[config.mk]
export PLATFORM = sky130hd
export DESIGN_NAME = deadline_sorted_timer_queue_unit
export DESIGN_NICKNAME = d
export VERILOG_FILES = /design/src/rtl/core/dstq_pkg.sv /design/src/rtl/core/deadline_sorted_timer_queue_unit.sv /design/src/rtl/core/dstq_ctrl.sv /design/src/rtl/core/dstq_datapath.sv
export SDC_FILE = /design/constraint.sdc
export NUM_CORES = 2
export LEC_CHECK = 0
export ABC_AREA = 1
export BUFFER_PORTS_ARGS = -buffer_cell sky130_fd_sc_hd__buf_4
export CORE_MARGIN = 5
export CORE_UTILIZATION = 35
export CTS_BUF_LIST = sky130_fd_sc_hd__clkbuf_4 sky130_fd_sc_hd__clkbuf_8
export CTS_CLUSTER_DIAMETER = 60
export DETAILED_ROUTE_END_ITERATION = 10
export GPL_ROUTABILITY_DRIVEN = 0
export PLACE_DENSITY = 0.61
export SLEW_MARGIN = 25
export SYNTH_ARGS = -nofsm -noshare
export SYNTH_HDL_FRONTEND = slang
export SYNTH_SLANG_ARGS = --single-unit
[constraint.sdc]
create_clock -name clock -period 11.19 [get_ports clock]
set_input_delay 0 -clock clock [delete_from_list [all_inputs] [get_ports clock]]
set_output_delay 0 -clock clock [all_outputs]
set_load 0.05 [all_outputs]
[src/rtl/core/dstq_pkg.sv]
// Package for the deadline-sorted timer queue: sizes, field widths, codes,
// item structs and the controller-to-datapath command struct.
// No dependencies.
`default_nettype none

package dstq_pkg;

   // Queue sizing.
   localparam int QUEUE_DEPTH = 16;
   localparam int TIME_BITS   = 32;
   localparam int COUNT_BITS  = $clog2(QUEUE_DEPTH + 1);

   // Fixed field widths of the channels.
   localparam int HANDLE_W   = 16;
   localparam int DEADLINE_W = 32;
   localparam int STATUS_W   = 2;
   localparam int OCC_W      = 5;

   // Request kinds.
   localparam logic REQ_INSERT = 1'b0;
   localparam logic REQ_POLL   = 1'b1;

   // Result status codes.
   localparam logic [STATUS_W-1:0] ST_INSERTED = 2'd0;
   localparam logic [STATUS_W-1:0] ST_FULL     = 2'd1;
   localparam logic [STATUS_W-1:0] ST_EXPIRED  = 2'd2;
   localparam logic [STATUS_W-1:0] ST_NONE_DUE = 2'd3;

   // One request item.
   typedef struct packed {
      logic                  req_type;
      logic [HANDLE_W-1:0]   msg_handle;
      logic [DEADLINE_W-1:0] deadline;
      logic [DEADLINE_W-1:0] now_time;
   } req_item_type;

   // One result item.
   typedef struct packed {
      logic [STATUS_W-1:0]   status;
      logic [HANDLE_W-1:0]   out_handle;
      logic [DEADLINE_W-1:0] out_deadline;
      logic [OCC_W-1:0]      occupancy;
   } rsp_item_type;

   // Commands from the controller to the datapath.
   typedef struct packed {
      logic capture;  // latch the request and the slot compares
      logic commit;   // update the queue and load the result register
   } cmd_type;

endpackage

`default_nettype wire

[src/rtl/core/deadline_sorted_timer_queue_unit.sv]
// Top level of the deadline-sorted timer queue: controller plus datapath.
// Depends on dstq_pkg, dstq_ctrl and dstq_datapath.
//
//   Channel  Ports                              Direction  Moves
//   req      req_valid, req_stall, req_item     in         insert or poll item
//   rsp      rsp_valid, rsp_stall, rsp_item     out        one result per item
//
// For each item, the accept cycle registers the request together with a
// parallel compare of every slot deadline; the update state then shifts
// the slot registers and loads the result register.
// Reset empties the queue at once; slot contents are not cleared.
// A stalled result blocks only the update cycle of the following item.
`default_nettype none

module deadline_sorted_timer_queue_unit (
   input  wire logic                   clock,
   input  wire logic                   reset,
   input  wire logic                   req_valid,
   output logic                        req_stall,
   input  wire dstq_pkg::req_item_type req_item,
   output logic                        rsp_valid,
   input  wire logic                   rsp_stall,
   output dstq_pkg::rsp_item_type      rsp_item
);

   dstq_pkg::cmd_type cmd;

   dstq_ctrl u_ctrl (
      .clock     (clock),
      .reset     (reset),
      .req_valid (req_valid),
      .req_stall (req_stall),
      .rsp_valid (rsp_valid),
      .rsp_stall (rsp_stall),
      .cmd       (cmd)
   );

   dstq_datapath u_datapath (
      .clock    (clock),
      .reset    (reset),
      .cmd      (cmd),
      .req_item (req_item),
      .rsp_item (rsp_item)
   );

endmodule

`default_nettype wire

[src/rtl/core/dstq_ctrl.sv]
// Controller of the deadline-sorted timer queue: accept/commit sequencing
// and the result valid flag. Depends on dstq_pkg.
`default_nettype none

module dstq_ctrl (
   input  wire logic             clock,
   input  wire logic             reset,
   input  wire logic             req_valid,
   output logic                  req_stall,
   output logic                  rsp_valid,
   input  wire logic             rsp_stall,
   output dstq_pkg::cmd_type     cmd
);

   typedef enum logic [1:0] {
      S_IDLE   = 2'b01,
      S_UPDATE = 2'b10
   } state_type;

   state_type state_ff, state_in;
   logic      rsp_valid_ff, rsp_valid_in;
   logic      rsp_free;

   // The result register can take a new item when empty or being drained.
   assign rsp_free = !rsp_valid_ff || !rsp_stall;

   // Next state and commands.
   always_comb begin
      state_in    = state_ff;
      cmd.capture = 1'b0;
      cmd.commit  = 1'b0;
      req_stall   = 1'b1;
      unique case (state_ff)
         S_IDLE: begin
            req_stall = 1'b0;
            if (req_valid) begin
               cmd.capture = 1'b1;
               state_in    = S_UPDATE;
            end
         end
         S_UPDATE: begin
            if (rsp_free) begin
               cmd.commit = 1'b1;
               state_in   = S_IDLE;
            end
         end
         default: begin
            state_in = S_IDLE;
         end
      endcase
   end

   // A commit loads the result; a taken result clears the flag.
   always_comb begin
      rsp_valid_in = rsp_valid_ff;
      if (cmd.commit) begin
         rsp_valid_in = 1'b1;
      end else if (rsp_valid_ff && !rsp_stall) begin
         rsp_valid_in = 1'b0;
      end
   end

   always_ff @(posedge clock) begin
      if (reset) begin
         state_ff     <= S_IDLE;
         rsp_valid_ff <= 1'b0;
      end else begin
         state_ff     <= state_in;
         rsp_valid_ff <= rsp_valid_in;
      end
   end

   assign rsp_valid = rsp_valid_ff;

endmodule

`default_nettype wire

[src/rtl/core/dstq_datapath.sv]
// Datapath of the deadline-sorted timer queue: slot registers, parallel
// deadline compares, insert/remove shifting and the result register.
// Depends on dstq_pkg.
`default_nettype none

module dstq_datapath (
   input  wire logic                  clock,
   input  wire logic                  reset,
   input  wire dstq_pkg::cmd_type     cmd,
   input  wire dstq_pkg::req_item_type req_item,
   output dstq_pkg::rsp_item_type     rsp_item
);

   localparam int DEPTH = dstq_pkg::QUEUE_DEPTH;
   localparam int TB    = dstq_pkg::TIME_BITS;
   localparam int CB    = dstq_pkg::COUNT_BITS;

   logic [TB-1:0]                  slot_deadline_ff [DEPTH];
   logic [TB-1:0]                  slot_deadline_in [DEPTH];
   logic [dstq_pkg::HANDLE_W-1:0]  slot_handle_ff   [DEPTH];
   logic [dstq_pkg::HANDLE_W-1:0]  slot_handle_in   [DEPTH];
   logic [CB-1:0]                  count_ff, count_in;

   // Latched request and compare results.
   logic                           op_poll_ff;
   logic [dstq_pkg::HANDLE_W-1:0]  op_handle_ff;
   logic [TB-1:0]                  op_deadline_ff;
   logic [DEPTH-1:0]               le_ff, le_in;
   logic                           due_ff, due_in;

   dstq_pkg::rsp_item_type         rsp_ff, rsp_in;

   logic [DEPTH-1:0]               keep;
   logic                           full;
   logic                           empty;

   // Compare every slot with the new deadline, and the head with the time.
   always_comb begin
      for (int i = 0; i < DEPTH; i++) begin
         le_in[i] = slot_deadline_ff[i] <= TB'(req_item.deadline);
      end
      due_in = slot_deadline_ff[0] <= TB'(req_item.now_time);
   end

   assign full  = count_ff == CB'(DEPTH);
   assign empty = count_ff == '0;

   // Held slots that stay in place on insert form a prefix of the queue.
   always_comb begin
      for (int i = 0; i < DEPTH; i++) begin
         keep[i] = le_ff[i] && (CB'(i) < count_ff);
      end
   end

   // Queue update and result on commit.
   always_comb begin
      slot_deadline_in = slot_deadline_ff;
      slot_handle_in   = slot_handle_ff;
      count_in         = count_ff;
      rsp_in           = rsp_ff;
      if (cmd.commit) begin
         rsp_in.out_handle   = '0;
         rsp_in.out_deadline = '0;
         if (!op_poll_ff) begin
            if (full) begin
               rsp_in.status = dstq_pkg::ST_FULL;
            end else begin
               // Insert after all entries not later than the new deadline.
               for (int i = 0; i < DEPTH; i++) begin
                  if (keep[i]) begin
                     slot_deadline_in[i] = slot_deadline_ff[i];
                     slot_handle_in[i]   = slot_handle_ff[i];
                  end else if (i == 0 || keep[(i == 0) ? 0 : i - 1]) begin
                     slot_deadline_in[i] = op_deadline_ff;
                     slot_handle_in[i]   = op_handle_ff;
                  end else begin
                     slot_deadline_in[i] = slot_deadline_ff[(i == 0) ? 0 : i - 1];
                     slot_handle_in[i]   = slot_handle_ff[(i == 0) ? 0 : i - 1];
                  end
               end
               count_in      = count_ff + CB'(1);
               rsp_in.status = dstq_pkg::ST_INSERTED;
            end
         end else begin
            if (!empty && due_ff) begin
               // Remove the head and move every entry one slot forward.
               rsp_in.out_handle   = slot_handle_ff[0];
               rsp_in.out_deadline = dstq_pkg::DEADLINE_W'(slot_deadline_ff[0]);
               for (int i = 0; i < DEPTH - 1; i++) begin
                  slot_deadline_in[i] = slot_deadline_ff[i + 1];
                  slot_handle_in[i]   = slot_handle_ff[i + 1];
               end
               count_in      = count_ff - CB'(1);
               rsp_in.status = dstq_pkg::ST_EXPIRED;
            end else begin
               rsp_in.status = dstq_pkg::ST_NONE_DUE;
            end
         end
         rsp_in.occupancy = dstq_pkg::OCC_W'(count_in);
      end
   end

   // Entry count is control state and is cleared by reset.
   always_ff @(posedge clock) begin
      if (reset) begin
         count_ff <= '0;
      end else begin
         count_ff <= count_in;
      end
   end

   // Payload registers.
   always_ff @(posedge clock) begin
      slot_deadline_ff <= slot_deadline_in;
      slot_handle_ff   <= slot_handle_in;
      rsp_ff           <= rsp_in;
      if (cmd.capture) begin
         op_poll_ff     <= req_item.req_type == dstq_pkg::REQ_POLL;
         op_handle_ff   <= req_item.msg_handle;
         op_deadline_ff <= TB'(req_item.deadline);
         le_ff          <= le_in;
         due_ff         <= due_in;
      end
   end

   assign rsp_item = rsp_ff;

endmodule

`default_nettype wire

# --- Word level (Yosys, flattened, before mapping) ---
# Index checks and enable logic that the tools add are counted.
classes:
  add_sub_neg: 2
  n_mul: 0
  n_div: 0
  order_cmp: 33
  eq_ne: 22
  shift: 0
  mux: 84
  n_bitwise: 3
  n_reduce_logical: 42
op_table:
  columns: ["cell", "count"]
  rows:
  - ["$mux W32", 31]
  - ["$mux W480", 2]
  - ["$le A32 B32 Y1", 17]
  - ["$mux W512", 1]
  - ["$mux W16", 31]
  - ["$mux W240", 2]
  - ["$mux W256", 1]
  - ["$reduce_and A4 Y1", 16]
  - ["$lt A4 B5 Y1 const A", 8]
  - ["$ne A2 B1 Y1 const B", 17]
  - ["$lt A3 B5 Y1 const A", 4]
  - ["$logic_and A1 B1 Y1", 18]
  - ["$mux W5", 3]
  - ["$lt A1 B5 Y1 const A", 2]
  - ["$lt A2 B5 Y1 const A", 2]
  - ["$mux W1", 9]
  - ["$mux W2", 3]
  - ["$add A5 B1 Y5 const B", 1]
  - ["$eq A5 B5 Y1 const B", 1]
  - ["$logic_not A5 Y1", 1]
  - ["$sub A5 B1 Y5 const B", 1]
  - ["$ne A2 B2 Y1 const B", 2]
  - ["$pmux W2 S2", 1]
  - ["$reduce_and A2 Y1", 2]
  - ["6 further kinds", 10]
totals:
  ff_bits: 897
  latchBits: 0
  ramBits: 0
  rom_bits: 0
  in_bits: 85
  out_inout_bits: 57
  mem_count: 0

# --- Depth between registers and ports, before layout ---
depth:
  word_depth: 6
  depth_mapped: 14
  mapped_depth_nobuf: 14

# --- Cells and area by module ---
# Synthesis repeated with hierarchy kept, for this count alone.
hier_totals:
  hier_cells: 6322
  area_unflattened_um2: 55463.2
by_module_without_submodules:
  columns: ["module", "n_inst", "cells_each", "area_each_um2"]
  rows:
  - ["dstq_datapath", 1, 6303, 55318.1]
  - ["dstq_ctrl", 1, 19, 145.1]

# --- Least setup slack after synthesis ---
# OpenSTA, ideal clock, no wires.
synth_path:
  path_kind: "reg-to-reg"
  startpoint: "reg u_ctrl.rsp_valid_ff (netlist: u_ctrl.rsp_valid)"
  endpoint: "reg u_datapath.slot_deadline_ff[0] (netlist bit), enable pin"
  arrival_time_ns: 6.257
  t_required_ns: 10.664
  setup_slack_ns: 4.407
  stages_incl_launch_ff: 6
  n_path_buf: 0
  synth_period_minus_slack_ns: 6.783
  path_cell_list: "dfxtp_1 nand2_1 inv_1 nor2_2 inv_1 a211oi_1"
synth_rtl:
  columns: ["item", "line_no", "rtl"]
  rows:
  - ["start, declared", "dstq_ctrl.sv:21", "logic rsp_valid_ff, rsp_valid_in;"]
  - ["start signal, assigned", "dstq_ctrl.sv:69", "rsp_valid_ff <= rsp_valid_in;"]
  - ["end signal, assigned", "dstq_datapath.sv:114", "slot_deadline_ff <= slot_deadline_in;"]
  - ["end, declared", "dstq_datapath.sv:18", "logic [TB-1:0] slot_deadline_ff [DEPTH];"]

# --- Worst setup path in the final report ---
layout_path:
  startpoint: "reg u_datapath.count_ff[0]"
  endpoint: "reg u_datapath.slot_handle_ff[248] (netlist bit), enable pin"
layout_via:
  elab_chain_cells: 5
  elab_cells_between_ends: 10
  classes_between: "order compare (1); eq/ne (4); reduce/logical (5)"
layout_rtl:
  columns: ["item", "line_no", "rtl"]
  rows:
  - ["start, declared", "dstq_datapath.sv:22", "logic [CB-1:0] count_ff, count_in;"]
  - ["start signal, assigned", "dstq_datapath.sv:108", "count_ff <= count_in;"]
  - ["branches (longest 4 deep; another with $lt A1 B5 Y1)", null, null]
  - ["$reduce_and A4 Y1 (no line) (*)", null, null]
  - ["end signal, assigned", "dstq_datapath.sv:115", "slot_handle_ff <= slot_handle_in;"]
  - ["end, declared", "dstq_datapath.sv:20", "logic [dstq_pkg::HANDLE_W-1:0] slot_handle_ff [DEPTH];"]
# Every way passes the cells marked *.
# A chain may end at the register's enable or synchronous reset.

==> run summary <==
Clock Skew: 58.3 ps
Yosys warns: 0
Synth Register Bits: 897
Period utilisation layout: 43.2%
Run status: complete, no violations
Routed wire length: 198 mm
Avg Vias per Cell: 5.61
Setup ws final: 6360 ps
GRT met2 Usage: 35.1%
Port Buffers: 141
Cell mode on critical path: buf_4
Post-CTS sizing: 0
Post-synth EDFFs: 889
Placed cell areas: 58,200 um^2
Number of H-tree levels: 4
Clock sink count: 897
Iteration-0 DRC count of the detailed router: 5,184
Critical path peak fanout: 88
Post-DP HPWL: 127 mm
# DRC: 0
Gr ovfl total: 0
R2r endpoint: u_datapath.slot_handle_ff[248]
Fin Setup TNS: 0 ps
GR peak layer: met2
Slowest cell on the critical path: a21oi_4
Maximum clock rate: 207 MHz
Fin nets: 7,076
WHS Endpoint: u_datapath.due_ff
Final setup fails: 0
M3 GR Usage: 5.02%
Average size of a mapped cell: 8.77 um^2
Worst r2r src: u_datapath.count_ff[0]
Die H: 408 um
GRT Util Overall: 22.8%
Fin util: 39.7%
Synth cell types: 39
Worst-margin pin slew: 1220 ps
Post-place setup slack: 6400 ps
Clk slew on worst S/H paths: 60 ps
Critical Path AT: 5360 ps
P_leak: 25.6 nW
Per-cell routed wire length: 22.9 um
Min-delay worst type: in -> reg
Worst setup EP type: register
Slew HR: 18.5%
Core Area: 158,000 um^2
I/O pins: 142
Post-CTS Hold Fix Bufs: 106
CTS root buffer: clkbuf_8
Post-route cell area: 62,700 um^2
FP Rows: 146
Area Growth Syn to Fin: 13.2%
Critical path type: reg -> reg
Global-route wire length before repair: 291 mm
Initial Util: 35.1%
Cells after Synth: 6,315
First drt pass iteration count: 6
Full die area: 166,000 um^2
Top_reg_cell synth: edfxtp_1
Max-Cap Viols: 0
Sequential share of the synthesized area: 48.5%
Final Power: 7.97 mW
CTS Buf Count: 169
CTS Buffer Depth: 3
CTS tree: built
Final Hold Vio Count: 0
Cell Area, Synth: 55,400 um^2
Insertion delay to the later sink of the worst-skew pair: 920 ps
Layout cell share with drive strength beyond 1: 8.23%
Largest net degree at the start of global routing: 217
Syn Nets: 6,948
Internal reg-to-reg setup slack: 6360 ps
Worst IR Drop VDD: 0.000123 V
Die width: 408 um
Routed via count: 48,400
Worst stage delay on the critical path: 870 ps
Slew Limit Fails: 0
RSZ-0062 raised after global routing: no
Worst-path cell chain: inv_2, ha_1, nor3b_2, nand2_1, nand2_8, buf_4, nand2_2, nand2_4, a21oi_4, buf_4
Vias in the first global route: 46,600
Ys async rst share: 0%
Post-CTS Setup Bufs: 0
Tmin final: 4830 ps
Pwr dens: 127 nW/um^2
Filler cells: 15,900
Hold-critical path depth: 6
Reg2Reg Depth: 10
Initial antenna violation count: 5
DRT antenna net count: 0
HP Start: req_item[0]
CP Launch Type: register
Met1 Track Usage GR: 30.4%
Crit path required time: 11,720 ps
## layout by cell type, fill, tap and decap left out, drive strengths merged, types with 4 or more instances in the layout
cell type	count
clkinvlp	8
nor2	699
clkbuf	210
o21a	32
bufinv	5
a22o	47
inv	381
nor4	14
ha	548
dfxtp	8
buf	219
o211ai	49
nand3	49
a21oi	305
nand2	1569
nor3	4
clkinv	62
nand4	39
edfxtp	889
o22ai	56
dlygate4sd3	106
o21ai	1237
a21o	19
## worst max-delay path, delay by kind of cell (launching register included)
family / cells / cell delay, ps
AOI/OAI and AO/OA: 1 / 870
adders and majority gates: 1 / 240
buffers and inverters: 3 / 1360
DFF: 1 / 520
and+or+nand+nor: 5 / 1370
## cells by family after synthesis
group	after synthesis	synth area share, %
simple gates	2378	16.7
fa+ha+maj	548	12.4
buf+inv	743	5.70
compound gates	1747	16.7
xor+xnor	2	0.0316
flops	897	48.5
## synth_stat cells (2+ instances only)
| cell | count | area, um^2 |
|---|---|---|
| a21o_1 | 19 | 143 |
| a21oi_1 | 305 | 1530 |
| a22o_1 | 47 | 412 |
| buf_1 | 2 | 7.51 |
| buf_2 | 129 | 646 |
| buf_4 | 25 | 188 |
| buf_6 | 13 | 146 |
| clkbuf_1 | 194 | 728 |
| clkbuf_2 | 5 | 25.0 |
| dfxtp_1 | 8 | 160 |
| edfxtp_1 | 889 | 26700 |
| ha_1 | 548 | 6860 |
| inv_1 | 356 | 1340 |
| inv_2 | 17 | 63.8 |
| inv_4 | 2 | 12.5 |
| nand2_1 | 1560 | 5860 |
| nand2_2 | 7 | 43.8 |
| nand2_4 | 2 | 22.5 |
| nand3_1 | 44 | 220 |
| nand3_2 | 5 | 50.1 |
| nand3b_1 | 2 | 15.0 |
| nand4_1 | 39 | 244 |
| nor2_1 | 694 | 2610 |
| nor2_2 | 2 | 12.5 |
| nor2_4 | 3 | 33.8 |
| nor3_1 | 4 | 20.0 |
| nor4_1 | 14 | 87.6 |
| o211ai_1 | 49 | 368 |
| o21a_1 | 32 | 240 |
| o21ai_0 | 973 | 4870 |
| o21ai_1 | 263 | 1320 |
| o22ai_1 | 56 | 350 |
## where the power goes
part | total [mW] | switching (mW) | internal, mW
logic | 0.889 | 0.605 | 0.283
clock network | 3.24 | 1.57 | 1.67
registers | 3.84 | 0.0798 | 3.76
total | 7.97 | 2.25 | 5.72
## area by class of cell
class                      count  area [um^2]  area share (%)
clock inverter                81          593           0.947
sequential                   897        26900            42.9
multi-input combinational   4675        25600            40.9
inverter                     375         1420            2.27
tap                         2072         2590            4.14
clock buffer                 210         2640            4.21
antenna                        2         5.00         0.00799
timing repair buffer         325         2910            4.65
## per-layer routing
metal	vias to the layer above	routed length, um
li1	22200	-
met1	23300	81800
met2	2533	87000
met3	433	19500
met4	0	9690
met5	-	0
## worst max path at each step
stage                                start  depth (start not counted)                              to  slack, ps
finish              u_datapath.count_ff[0]                         10  u_datapath.slot_handle_ff[248]       6360
detailed placement  u_datapath.count_ff[0]                         10  u_datapath.slot_handle_ff[150]       6400
global placement    u_datapath.count_ff[0]                         10   u_datapath.slot_handle_ff[58]       6420
global route        u_datapath.count_ff[0]                         10  u_datapath.slot_handle_ff[248]       6170
floorplan                 u_ctrl.rsp_valid                          5  u_datapath.slot_deadline_ff[0]       4410
CTS                 u_datapath.count_ff[0]                         10  u_datapath.slot_handle_ff[149]       6380
## registers in the layout (all words and copies together) (netlist names)
signal                       flops
u_ctrl.rsp_valid                 1
u_ctrl.state_ff                  2
u_datapath.count_ff              5
u_datapath.due_ff                1
u_datapath.le_ff                16
u_datapath.op_deadline_ff       32
u_datapath.op_handle_ff         16
u_datapath.op_poll_ff            1
u_datapath.rsp_item             55
u_datapath.slot_deadline_ff    512
u_datapath.slot_handle_ff      256
## stage by stage
stage | cells | hold WS (ps)
floorplan | 6315 | 69.1
global placement | 8229 | 179
detailed placement | 8233 | 180
CTS | 8630 | 22.0
global route | 8636 | 72.3
finish | 8637 | 96.5
(Power assumes the default switching activity.)
